<file path="config.mk">
export PLATFORM = sky130hd
export DESIGN_NAME = lz4bd_copy
export DESIGN_NICKNAME = d
export VERILOG_FILES = /design/src/rtl/lz4bd_pkg.sv /design/src/rtl/lz4bd_copy.sv
export SDC_FILE = /design/constraint.sdc
export NUM_CORES = 1
export LEC_CHECK = 0
export BUFFER_PORTS_ARGS = -buffer_cell sky130_fd_sc_hd__buf_2
export CORE_MARGIN = 4
export CORE_UTILIZATION = 40
export DETAILED_ROUTE_END_ITERATION = 8
export PLACE_DENSITY = 0.73
export SETUP_SLACK_MARGIN = 0.5
export SLEW_MARGIN = 30
export SYNTH_ARGS = -nofsm -noshare
export SYNTH_HDL_FRONTEND = slang
export SYNTH_SLANG_ARGS = --single-unit
</file>
<file path="constraint.sdc">
create_clock -name clk -period 8.4 [get_ports clk]
set_clock_uncertainty 0.15 [all_clocks]
set_input_delay 2.1 -clock clk [delete_from_list [all_inputs] [get_ports clk]]
set_output_delay 2.1 -clock clk [all_outputs]
set_load 0.03 [all_outputs]
</file>
<file path="src/rtl/lz4bd_pkg.sv">
// Shared types, codes and defaults for the LZ4 block decompressor.
package lz4bd_pkg;

  // default output capacity and reset value of the capacity register
  localparam int OutCapDefault = 4096;
  localparam int CapReset      = 4096;
  localparam int MinMatch      = 4;

  // request function codes
  localparam logic [1:0] FUNC_START = 2'd0;
  localparam logic [1:0] FUNC_SRC   = 2'd1;
  localparam logic [1:0] FUNC_READ  = 2'd2;

  // run status codes
  localparam logic [1:0] ST_RUN  = 2'd0;
  localparam logic [1:0] ST_DONE = 2'd1;
  localparam logic [1:0] ST_ERR  = 2'd2;

  // one request
  typedef struct packed {
    logic [1:0]  func;
    logic [7:0]  data_byte;
    logic        last;
    logic [11:0] read_addr;
  } lz4bd_item_t;

  // one result
  typedef struct packed {
    logic [1:0]  status;
    logic [7:0]  read_data;
    logic [12:0] out_length;
  } lz4bd_result_t;

  // match copy engine status
  typedef struct packed {
    logic busy;
    logic done;
  } lz4bd_copy_stat_t;

endpackage

</file>
<file path="src/rtl/lz4bd_copy.sv">
// Match copy engine: one history byte read and written per cycle.
module lz4bd_copy import lz4bd_pkg::*; #(
  parameter int OUT_CAP = OutCapDefault
) (
  input  logic                       clk,
  input  logic                       rst,
  input  logic                       start,
  input  logic [$clog2(OUT_CAP)-1:0] src_base,
  input  logic [$clog2(OUT_CAP)-1:0] dst_base,
  input  logic [$clog2(OUT_CAP+6)-1:0] count,
  input  logic [7:0]                 rdata,
  output logic                       re,
  output logic [$clog2(OUT_CAP)-1:0] raddr,
  output logic                       we,
  output logic [$clog2(OUT_CAP)-1:0] waddr,
  output logic [7:0]                 wdata,
  output lz4bd_copy_stat_t           stat
);

  localparam int AW = $clog2(OUT_CAP);
  localparam int LW = $clog2(OUT_CAP + 6);

  typedef enum logic {C_IDLE, C_RUN} cst_t;

  cst_t          cst;
  logic [AW-1:0] src;
  logic [AW-1:0] dst;
  logic [LW-1:0] rem;
  logic          fwd;
  logic [7:0]    fwd_byte;
  logic [AW-1:0] src_inc;
  logic          last_byte;

  assign src_inc   = src + AW'(1);
  assign last_byte = (rem == LW'(1));

  // read the next source byte while writing the current one
  always_comb begin
    re        = start || (cst == C_RUN && !last_byte);
    raddr     = start ? src_base : src_inc;
    we        = (cst == C_RUN);
    waddr     = dst;
    // offset of one reads the byte being written: take it from the bypass
    wdata     = fwd ? fwd_byte : rdata;
    stat.busy = (cst == C_RUN);
    stat.done = (cst == C_RUN) && last_byte;
  end

  always_ff @(posedge clk) begin
    if (rst) begin
      cst <= C_IDLE;
      fwd <= 1'b0;
    end else begin
      unique case (cst)
        C_IDLE: begin
          if (start) begin
            src <= src_base;
            dst <= dst_base;
            rem <= count;
            fwd <= 1'b0;
            cst <= C_RUN;
          end
        end
        C_RUN: begin
          src      <= src_inc;
          dst      <= dst + AW'(1);
          rem      <= rem - LW'(1);
          fwd      <= (src_inc == dst);
          fwd_byte <= wdata;
          if (last_byte) begin
            cst <= C_IDLE;
          end
        end
        default: cst <= C_IDLE;
      endcase
    end
  end

endmodule

</file>
; ---- Word level (Yosys, flattened, before mapping)
; Cells that the tools add are included.
[word_totals]
regBits = 47
latchBits = 0
ram_bits = 0
rom_bits = 0
out_inout_bits = 36
word_cells = 33
memories = 0
[classes]
n_addsub = 3
mul = 0
div = 0
n_lt_le_gt_ge = 0
n_eq_ne = 3
n_shift = 0
muxes = 13
bitwise = 2
n_reduce_logical = 6
[ops]
columns = cell, count
row1 = $pmux W12 S2, 2
row2 = $mux W12, 3
row3 = $pmux W13 S2, 1
row4 = $add A12 B1 Y12 const B, 2
row5 = $eq A13 B1 Y1 const B, 1
row6 = $mux W13, 1
row7 = $sub A13 B1 Y13 const B, 1
row8 = $eq A12 B12 Y1, 1
row9 = $mux W8, 1
row10 = $pmux W1 S2, 2
row11 = $reduce_and A2 Y1, 2
row12 = $mux W1, 3
row13 = $logic_and A1 B1 Y1, 2
row14 = $ne A2 B2 Y1 const B, 1
row15 = $not A1 Y1, 2
row16 = $logic_not A1 Y1, 1
row17 = $logic_or A1 B1 Y1, 1

; ---- Logic depth before layout (Yosys ltp)
; Gate-level depths: netlist of the first run.
[depth]
depth_word = 4
ltp_mapped = 8

; ---- Least setup slack after synthesis of the first run
; No wires, ideal clock.
[synth_timing]
path_kind = input -> output
startpoint = in start
endpoint = out raddr[10]
arrival_ns = 3.368
required_ns = 6.150
path_slack_ns = 2.782
cell_stages = 3
cell_sequence = clkbuf_1 -> buf_1 -> mux2i_1
[synth_via]
elab_chain_len = 1
[synth_rtl]
columns = item, line
row1 = from (decl), lz4bd_copy.sv:7  ; input logic start,
row2 = $mux W12, lz4bd_copy.sv:40  ; raddr = start ? src_base : src_inc;
row3 = to (decl), lz4bd_copy.sv:13  ; output logic [$clog2(OUT_CAP)-1:0] raddr,
; No other way between the ends.

; ---- Worst setup path after layout of the first run
[layout_timing]
startpoint = in start
endpoint = out raddr[11]
; The elaborated chain is that of the path after synthesis.

==> flow_summary.json, run 1 <==
{
  "min_delay_worst_endpoint": "fwd_byte[2]",
  "drive_above_1_share_pct": 30.1,
  "cp_common_cell": "buf_2",
  "cp-end-kind": "output port",
  "maxSlewViolCount": 0,
  "vias_per_cell": 5.22,
  "setup_viol": 0,
  "r2r-end": "fwd",
  "finalCriticalPeriod_ps": 5300,
  "min_path_type": "reg -> reg",
  "vias": 2493,
  "drc": 0,
  "synth_warnings": 0,
  "hp-start": "fwd_byte[2]",
  "ys_async_sr_fraction_pct": 0,
  "hpwl_mm": 5.44,
  "min_delay_path_depth": 1,
  "cp_top_family": "buffers and inverters",
  "synth_enable_flop_cells": 45,
  "final_nets": 430,
  "clkTransAtPathRegs_ps": 90,
  "ff2ff_setup_slack_ps": 5580,
  "r2r_cells": 6,
  "area_delta_synth_final_pct": 19.1,
  "slowest_stage": "mux2_2",
  "synth_compound_area_share_pct": 11.3,
  "rows": 31,
  "p_clk_share_pct": 24.6,
  "synth_xor_area_share_pct": 10.6,
  "hold_viol_final": 0,
  "synth_mux_area_share_pct": 9.09,
  "post_cts_buffers": 0,
  "synthesis.nets": 358,
  "synth_top_family_by_area": "simple AND/OR/NAND/NOR gates",
  "gr-total-overflow": 0,
  "synth-main-ff-cell": "edfxtp_1",
  "status": "finished clean",
  "r2r-start": "we",
  "finalSetupTns_ps": 0,
  "ios": 84,
  "p_sw_mw": 0.179,
  "hold_buffers": 0,
  "grt_max_degree": 53,
  "syn-cell-area_mm2": 0.00306,
  "cts_sinks": 47,
  "crit_required_ps": 6150,
  "post_drt_wl_per_cell_um": 14.9,
  "leakage_nw": 1.41,
  "path_buf_inv": 2,
  "p_int_mw": 0.387,
  "cts_resized": 0,
  "tightest_slew_ps": 790,
  "final.period_utilization_pct": 63.1,
  "peakVddDrop_mv": 0.0632,
  "ys_ff_latch": 47,
  "die-area_mm2": 0.00910,
  "clock_latency_ps": 310,
  "antenna_found_initial": 0,
  "cp.arrival_ps": 3050,
  "start_util_pct": 41.7,
  "die_y_um": 95.4,
  "slew-limit-headroom_pct": 47.3,
  "rsz0062_at_grt": "no",
  "p_per_area_mw_per_mm2": 156,
  "drtIter0Drc": 157,
  "utilization_pct": 49.7,
  "synthSimpleGateAreaFrac_pct": 17.1,
  "core-area_mm2": 0.00733,
  "grt_usage_pct": 15.6,
  "syn_inst": 306,
  "p_seq_share_pct": 52.8,
  "critical_path_class": "in -> out",
  "drtAntennaViolNets": 0,
  "antenna_cells": 0,
  "ctsRootBufferMaster": "clkbuf_8",
  "grt_pass1_wl_mm": 11.2,
  "die_w_um": 95.4,
  "cts_tree": "built",
  "cp_slowest_stage_delay_ps": 400,
  "portBuffers": 83,
  "clk_path_buf_depth": 2,
  "drt-pass1-iter-count": 4,
  "maxCapViolCount": 0,
  "fmaxAchievable_mhz": 189,
  "startpoint_type": "primary input",
  "routabilityCongestion": 0.833,
  "synth_cell_types": 45,
  "synth.avg_cell_area_um2": 9.99,
  "path_cells": "buf_2 -> mux2_2 -> buf_2",
  "drt_wl_total_mm": 7.14,
  "comb_power_share_pct": 22.6,
  "grt_pass1_vias": 2335,
  "p_sw_share_pct": 31.7,
  "htreeDepth": 2,
  "critPathMaxFanout": 15,
  "cts_made_buffers": 5,
  "yosysSeqAreaShare_pct": 45.5,
  "synthAdderAreaFrac_pct": 1.64
}
[power groups by stage]
| stage | Sequential, mW | Clock (mW) | Combinational, mW |
|---|---|---|---|
| 2_1_floorplan | 0.302 | 0 | 0.0893 |
| 3_3_place_gp | 0.303 | 0 | 0.124 |
| 3_5_place_dp | 0.304 | 0 | 0.129 |
| 4_1_cts | 0.299 | 0.144 | 0.130 |
| 5_1_grt | 0.302 | 0.154 | 0.140 |
| 6_report | 0.299 | 0.139 | 0.128 |
[worst max path at each step]
stage,startpoint,endpoint,slack [ps],cells after the start
floorplan,start,raddr[10],2780,3
global placement,start,raddr[1],3110,3
detailed placement,start,raddr[1],3090,3
CTS,start,raddr[11],3090,3
global route,start,raddr[11],3070,3
finish,start,raddr[11],3100,3
[Yosys cell counts (3+ instances only)]
library cell  instances  share of area [%]
buf_4                 3               0.74
nand3_1              10                1.6
nand2b_1              4               0.82
ha_1                  4                1.6
edfxtp_1             45                 44
nor2_1               42                5.2
nor3_1                5               0.82
nand2_1              11                1.4
xnor2_1              23                6.6
nor4_1                4               0.82
mux2i_1              12                3.9
clkbuf_1             14                1.7
nand3b_1              3               0.74
mux2_2               14                5.2
and3_1                5                1.0
xor2_1               14                4.0
o32ai_1               3               0.86
a31oi_1               3               0.61
nand4_1               6                1.2
nor2b_1               4               0.82
inv_1                15                1.8
a21oi_1              33                5.4
[kinds of logic after synthesis]
| family | count (synthesis) |
|---|---|
| buffers and inverters | 35 |
| multiplexers | 26 |
| AO/OA/AOI/OAI | 54 |
| AND/OR/NAND/NOR | 103 |
| XOR/XNOR | 37 |
| adder cells (fa/ha/maj) | 4 |
| flip-flops | 47 |
[sequential cells by signal (all words and copies together) (netlist names)]
signal    flops
rem          13
src          12
waddr        12
fwd_byte      8
fwd           1
we            1
[routing by layer]
| layer | GRT usage (%) | vias up | part of all wire, % |
|---|---|---|---|
| li1 | - | 1243 | - |
| met1 | 21.0 | 1170 | 46 |
| met2 | 26.4 | 71 | 48 |
| met3 | 2.05 | 9 | 4.6 |
| met4 | 4.62 | 0 | 1.2 |
| met5 | 0 | - | 0 |
[cell usage in the layout, fill, tap and decap left out, drive strengths merged, types with 4 or more instances in the layout]
master / count
a21oi: 33
and3: 6
buf: 85
clkbuf: 5
edfxtp: 45
ha: 4
inv: 15
mux2: 14
mux2i: 12
nand2: 12
nand2b: 4
nand3: 11
nand4: 6
nor2: 42
nor2b: 4
nor3: 5
nor4: 4
xnor2: 23
xor2: 14
[cell type report]
| cell class | count | area, um^2 |
|---|---|---|
| Inverter | 15 | 56.3 |
| Sequential cell | 47 | 1390 |
| Fill cell | 701 | 3690 |
| Multi-Input combinational cell | 224 | 1530 |
| Tap cell | 99 | 124 |
| Timing Repair Buffer | 85 | 450 |
| Clock buffer | 5 | 68.8 |
| Clock inverter | 3 | 20.0 |
[stage by stage]
stage | worst slack, ps | instance area, um^2 | total power [mW] | hold slack, ps | std cells
finish | 3100 | 3640 | 0.566 | 425 | 478
global route | 3070 | 3640 | 0.595 | 449 | 478
CTS | 3090 | 3640 | 0.572 | 429 | 478
detailed placement | 3090 | 3550 | 0.433 | 407 | 470
global placement | 3110 | 3520 | 0.427 | 399 | 469
floorplan | 2780 | 3060 | 0.391 | 440 | 306
(Power assumes the default switching activity.)
==> run 2, diff against run 1 <==
Clock period 8.4 ns to 5.4 ns, I/O delays scaled along.
==> flow_summary.json, run 2 (same netlist as run 1, synthesis figures left out) <==
{
  "status": "finished clean",
  "min_delay_worst_endpoint": "fwd_byte[2]",
  "maxSlewViolCount": 0,
  "gr-total-overflow": 0,
  "path_cells": "buf_2 -> mux2_2 -> buf_2",
  "clkTransAtPathRegs_ps": 80,
  "ctsRootBufferMaster": "clkbuf_8",
  "drt-pass1-iter-count": 4,
  "portBuffers": 83,
  "drt_wl_total_mm": 7.06,
  "vias": 2517,
  "grt-busiest-layer": "met2",
  "grt_pass1_wl_mm": 11.1,
  "cp-end-kind": "output port",
  "hpwl_mm": 5.42,
  "hold_viol_final": 0,
  "use_met2_pct": 26.5,
  "drive_above_1_share_pct": 30.1,
  "cts_tree": "built",
  "maxCapViolCount": 0,
  "fin_cells": 478,
  "cp.arrival_ps": 2290,
  "antenna_cells": 0,
  "ios": 84,
  "setup_viol": 0,
  "slew-limit-headroom_pct": 51.4,
  "rows": 31,
  "met3_usage_pct": 2.84,
  "final_nets": 430,
  "rsz0062_at_grt": "no",
  "hp-start": "fwd_byte[2]",
  "finalCriticalPeriod_ps": 3790,
  "clk_path_buf_depth": 2,
  "r2r-end": "fwd",
  "peakVddDrop_mv": 0.128,
  "fmaxAchievable_mhz": 264,
  "routabilityCongestion": 0.839,
  "die-area_mm2": 0.00910,
  "min_path_type": "reg -> reg",
  "regMostFlops": "rem",
  "drtAntennaViolNets": 0,
  "die_w_um": 95.4,
  "grt_max_degree": 44,
  "cp_slowest_stage_delay_ps": 390,
  "r2r-start": "we",
  "post_drt_wl_per_cell_um": 14.8,
  "leakage_nw": 1.42,
  "largest_reg_flops": 13,
  "cts_resized": 0,
  "crit_required_ps": 3900,
  "area_delta_synth_final_pct": 19.7,
  "final_cell_mix": "83 x buf_2, 45 x edfxtp_1, 41 x nor2_1, 33 x a21oi_1, 23 x xnor2_1",
  "critical_path_class": "in -> out",
  "clock_latency_ps": 310,
  "htreeDepth": 2,
  "die_y_um": 95.4,
  "critPathMaxFanout": 15,
  "startpoint_type": "primary input",
  "cts_sinks": 47,
  "drc": 0,
  "finalWorstSetupSlack_ps": 1610,
  "drtIter0Drc": 148,
  "slowest_stage": "mux2_2",
  "core-area_mm2": 0.00733,
  "finalSetupTns_ps": 0,
  "ff2ff_setup_slack_ps": 2490,
  "finish.instance_area_mm2": 0.00366,
  "post_cts_buffers": 0,
  "dp.cells": 470,
  "r2r_cells": 6,
  "final.period_utilization_pct": 70.2,
  "grt_usage_pct": 15.5,
  "pre_cts_ws_ps": 1610,
  "min_delay_path_depth": 1,
  "vias_per_cell": 5.27,
  "placed_area_mm2": 0.00355,
  "final_common_cell": "buf_2",
  "cts_made_buffers": 5,
  "grt_pass1_vias": 2356,
  "start_util_pct": 41.7,
  "antenna_found_initial": 0,
  "p_per_area_mw_per_mm2": 251,
  "tightest_slew_ps": 729,
  "cp_common_cell": "buf_2",
  "hold_buffers": 0,
  "use_met1_pct": 20.3
}
==> run 2: cell types whose count changed in the layout (fill, tap and decap cells not counted) <==
cell,change
bufinv_16,+1
clkinv_2,+1
clkinv_4,-1
clkinvlp_4,-1
==> run 2: worst max-delay path by stage <==
stage | to | from | cells after the start | slack, ps
after floorplan | raddr[10] | start | 3 | 1280
after global placement | raddr[1] | start | 3 | 1610
after detailed placement | raddr[1] | start | 3 | 1610
after CTS | raddr[1] | start | 3 | 1610
after global routing | raddr[6] | src[0] | 6 | 1560
final | raddr[1] | start | 3 | 1610
==> run 2: worst max-delay path: cells and delay by family <==
| kind | cells | cell delay (ps) |
|---|---|---|
| buffers and inverters | 2 | 550 |
| muxes | 1 | 390 |
==> run 2: where the power goes <==
group          internal (mW)  total, mW  switching, mW
logic                 0.0803      0.196          0.115
clock network          0.136      0.257          0.121
registers              0.431      0.468         0.0369
==> run 2: layer usage <==
metal,vias up,part of all wire [%]
li1,1249,-
met1,1182,45
met2,79,48
met3,7,6.1
met4,0,1.1
met5,-,0
==> run 2: final cells by class <==
class | instances | area, um^2
fillers | 682 | 3670
multi-input cells | 224 | 1530
flip-flops and latches | 47 | 1390
repair buffers | 85 | 450
well taps | 99 | 124
clock buffers | 5 | 68.8
inverters | 15 | 56.3
clock inverters | 3 | 38.8
==> run 2: per-stage QoR <==
step | power, mW | hold slack (ps) | util, %
global placement | 0.664 | 399 | 48.1
finish | 0.920 | 421 | 49.9
global route | 0.967 | 434 | 49.9
detailed placement | 0.673 | 409 | 48.5
floorplan | 0.608 | 440 | -
CTS | 0.929 | 430 | 49.9
==> run 3, diff against run 2 <==
Settings changed: PLACE_DENSITY 0.73 to 0.75.
Clock period 5.4 ns to 3.1 ns, I/O delays scaled along.
==> flow_summary.json, run 3 (same netlist as run 1, synthesis figures left out) <==
{
  "ctsRootBufferMaster": "clkbuf_8",
  "routabilityCongestion": 0.935,
  "gr-total-overflow": 0,
  "finalSetupTns_ps": 0,
  "post_drt_wl_per_cell_um": 15.4,
  "hpwl_mm": 5.52,
  "grt_pass1_wl_mm": 12.0,
  "regMostFlops": "rem",
  "cp_common_cell": "and3_4",
  "drt_wl_total_mm": 7.88,
  "final_cell_mix": "72 x buf_2, 45 x edfxtp_1, 39 x nor2_1, 38 x buf_4, 33 x a21oi_1",
  "hold_viol_final": 0,
  "comb_power_share_pct": 27.1,
  "hold_buffers": 0,
  "p_sw_share_pct": 31.8,
  "htreeDepth": 2,
  "p_seq_share_pct": 49.9,
  "start_util_pct": 41.7,
  "leakage_nw": 1.65,
  "largest_reg_flops": 13,
  "p_clk_share_pct": 23.0,
  "cp_top_family": "flip-flops",
  "final.period_utilization_pct": 88.9,
  "peakVddDrop_mv": 0.173,
  "setup_viol": 0,
  "clk_path_buf_depth": 2,
  "drtIter0Drc": 192,
  "drt-pass1-iter-count": 4,
  "cts_tree": "built",
  "fill_cells": 620,
  "final_common_cell": "buf_2",
  "core-area_mm2": 0.00733,
  "drc": 0,
  "vias_per_cell": 5.22,
  "path_buf_inv": 1,
  "final_nets": 465,
  "slew-limit-headroom_pct": 65.4,
  "cts_sinks": 47,
  "p_per_area_mw_per_mm2": 386,
  "cp.arrival_ps": 1830,
  "critical_path_class": "reg -> out",
  "crit_required_ps": 2170,
  "clock_latency_ps": 300,
  "p_int_mw": 1.11,
  "critPathMaxFanout": 5,
  "path_cells": "ha_4 -> and3_4 -> and3_4 -> xnor2_4 -> mux2i_4 -> buf_6",
  "clkTransAtPathRegs_ps": 90,
  "grt_max_degree": 47,
  "finalCriticalPeriod_ps": 2760,
  "drive_above_1_share_pct": 43.0,
  "grt_pass1_vias": 2504,
  "rsz0062_at_grt": "yes",
  "drtAntennaViolNets": 0,
  "p_sw_mw": 0.517,
  "die_w_um": 95.4,
  "cp-end-kind": "output port",
  "ff2ff_setup_slack_ps": 620,
  "die_y_um": 95.4,
  "antenna_cells": 0,
  "p_total_mw": 1.63,
  "area_delta_synth_final_pct": 37.8,
  "status": "finished clean",
  "portBuffers": 83,
  "rows": 31,
  "vias": 2680,
  "grt_usage_pct": 16.9,
  "die-area_mm2": 0.00910,
  "antenna_found_initial": 0,
  "maxCapViolCount": 0,
  "min_path_type": "reg -> reg",
  "ios": 84,
  "tightest_slew_ps": 518,
  "slowest_stage": "edfxtp_1",
  "fmaxAchievable_mhz": 363,
  "cts_made_buffers": 5,
  "maxSlewViolCount": 0,
  "cp_slowest_stage_delay_ps": 530,
  "startpoint_type": "register"
}
-- run 3: cell count changes in the layout (fill, tap and decap cells not counted), sizes merged --
cell,change
bufinv,-1
buf,+35
inv,+1
-- run 3: final cells by class --
| class | instances | area, um^2 | area share, % |
|---|---|---|---|
| multi-input cells | 224 | 1780 | 42.2 |
| flip-flops and latches | 47 | 1390 | 33.1 |
| repair buffers | 120 | 776 | 18.4 |
| well taps | 99 | 124 | 2.94 |
| clock buffers | 5 | 68.8 | 1.63 |
| inverters | 15 | 56.3 | 1.34 |
| clock inverters | 3 | 17.5 | 0.416 |
-- run 3: final timing paths --
| kind | from | end | cells past startpoint |
|---|---|---|---|
| worst max-delay path | src[0] | raddr[10] | 6 |
| worst min-delay path | fwd_byte[4] | fwd_byte[4] | 1 |
| worst max register to register | src[0] | fwd | 8 |
| worst min register to register | fwd_byte[4] | fwd_byte[4] | 1 |
-- run 3: power by group through the flow --
| stage | clock, mW | sequential (mW) | combinational, mW |
|---|---|---|---|
| floorplan | 0 | 0.817 | 0.254 |
| global placement | 0 | 0.821 | 0.357 |
| detailed placement | 0 | 0.825 | 0.364 |
| CTS | 0.381 | 0.811 | 0.411 |
| global route | 0.413 | 0.819 | 0.475 |
| finish | 0.374 | 0.813 | 0.441 |
-- run 3: stage by stage --
step | setup WS (ps) | instance area [um^2] | std cells | hold WS (ps) | utilization (%)
after global placement | 485 | 3630 | 473 | 398 | 49.5
after global routing | 272 | 4210 | 513 | 440 | 57.5
after floorplan | 452 | 3120 | 306 | 440 | -
after CTS | 339 | 4000 | 497 | 428 | 54.6
after detailed placement | 378 | 3630 | 473 | 406 | 49.5
final | 344 | 4210 | 513 | 423 | 57.5
-- run 3: per-layer routing --
layer	track usage (%)	wire (um)	up-vias
li1	-	-	1314
met1	22.8	3360	1256
met2	28.0	3880	99
met3	3.00	525	11
met4	4.74	116	0
met5	0	0	-
-- run 3: repair_timing --
item | 4_1_cts | 5_1_grt
buffers inserted | 16 | 16
resized for setup | 32 | 22
setup endpoints to repair | 12 | 12
pin swaps | 7 | 11
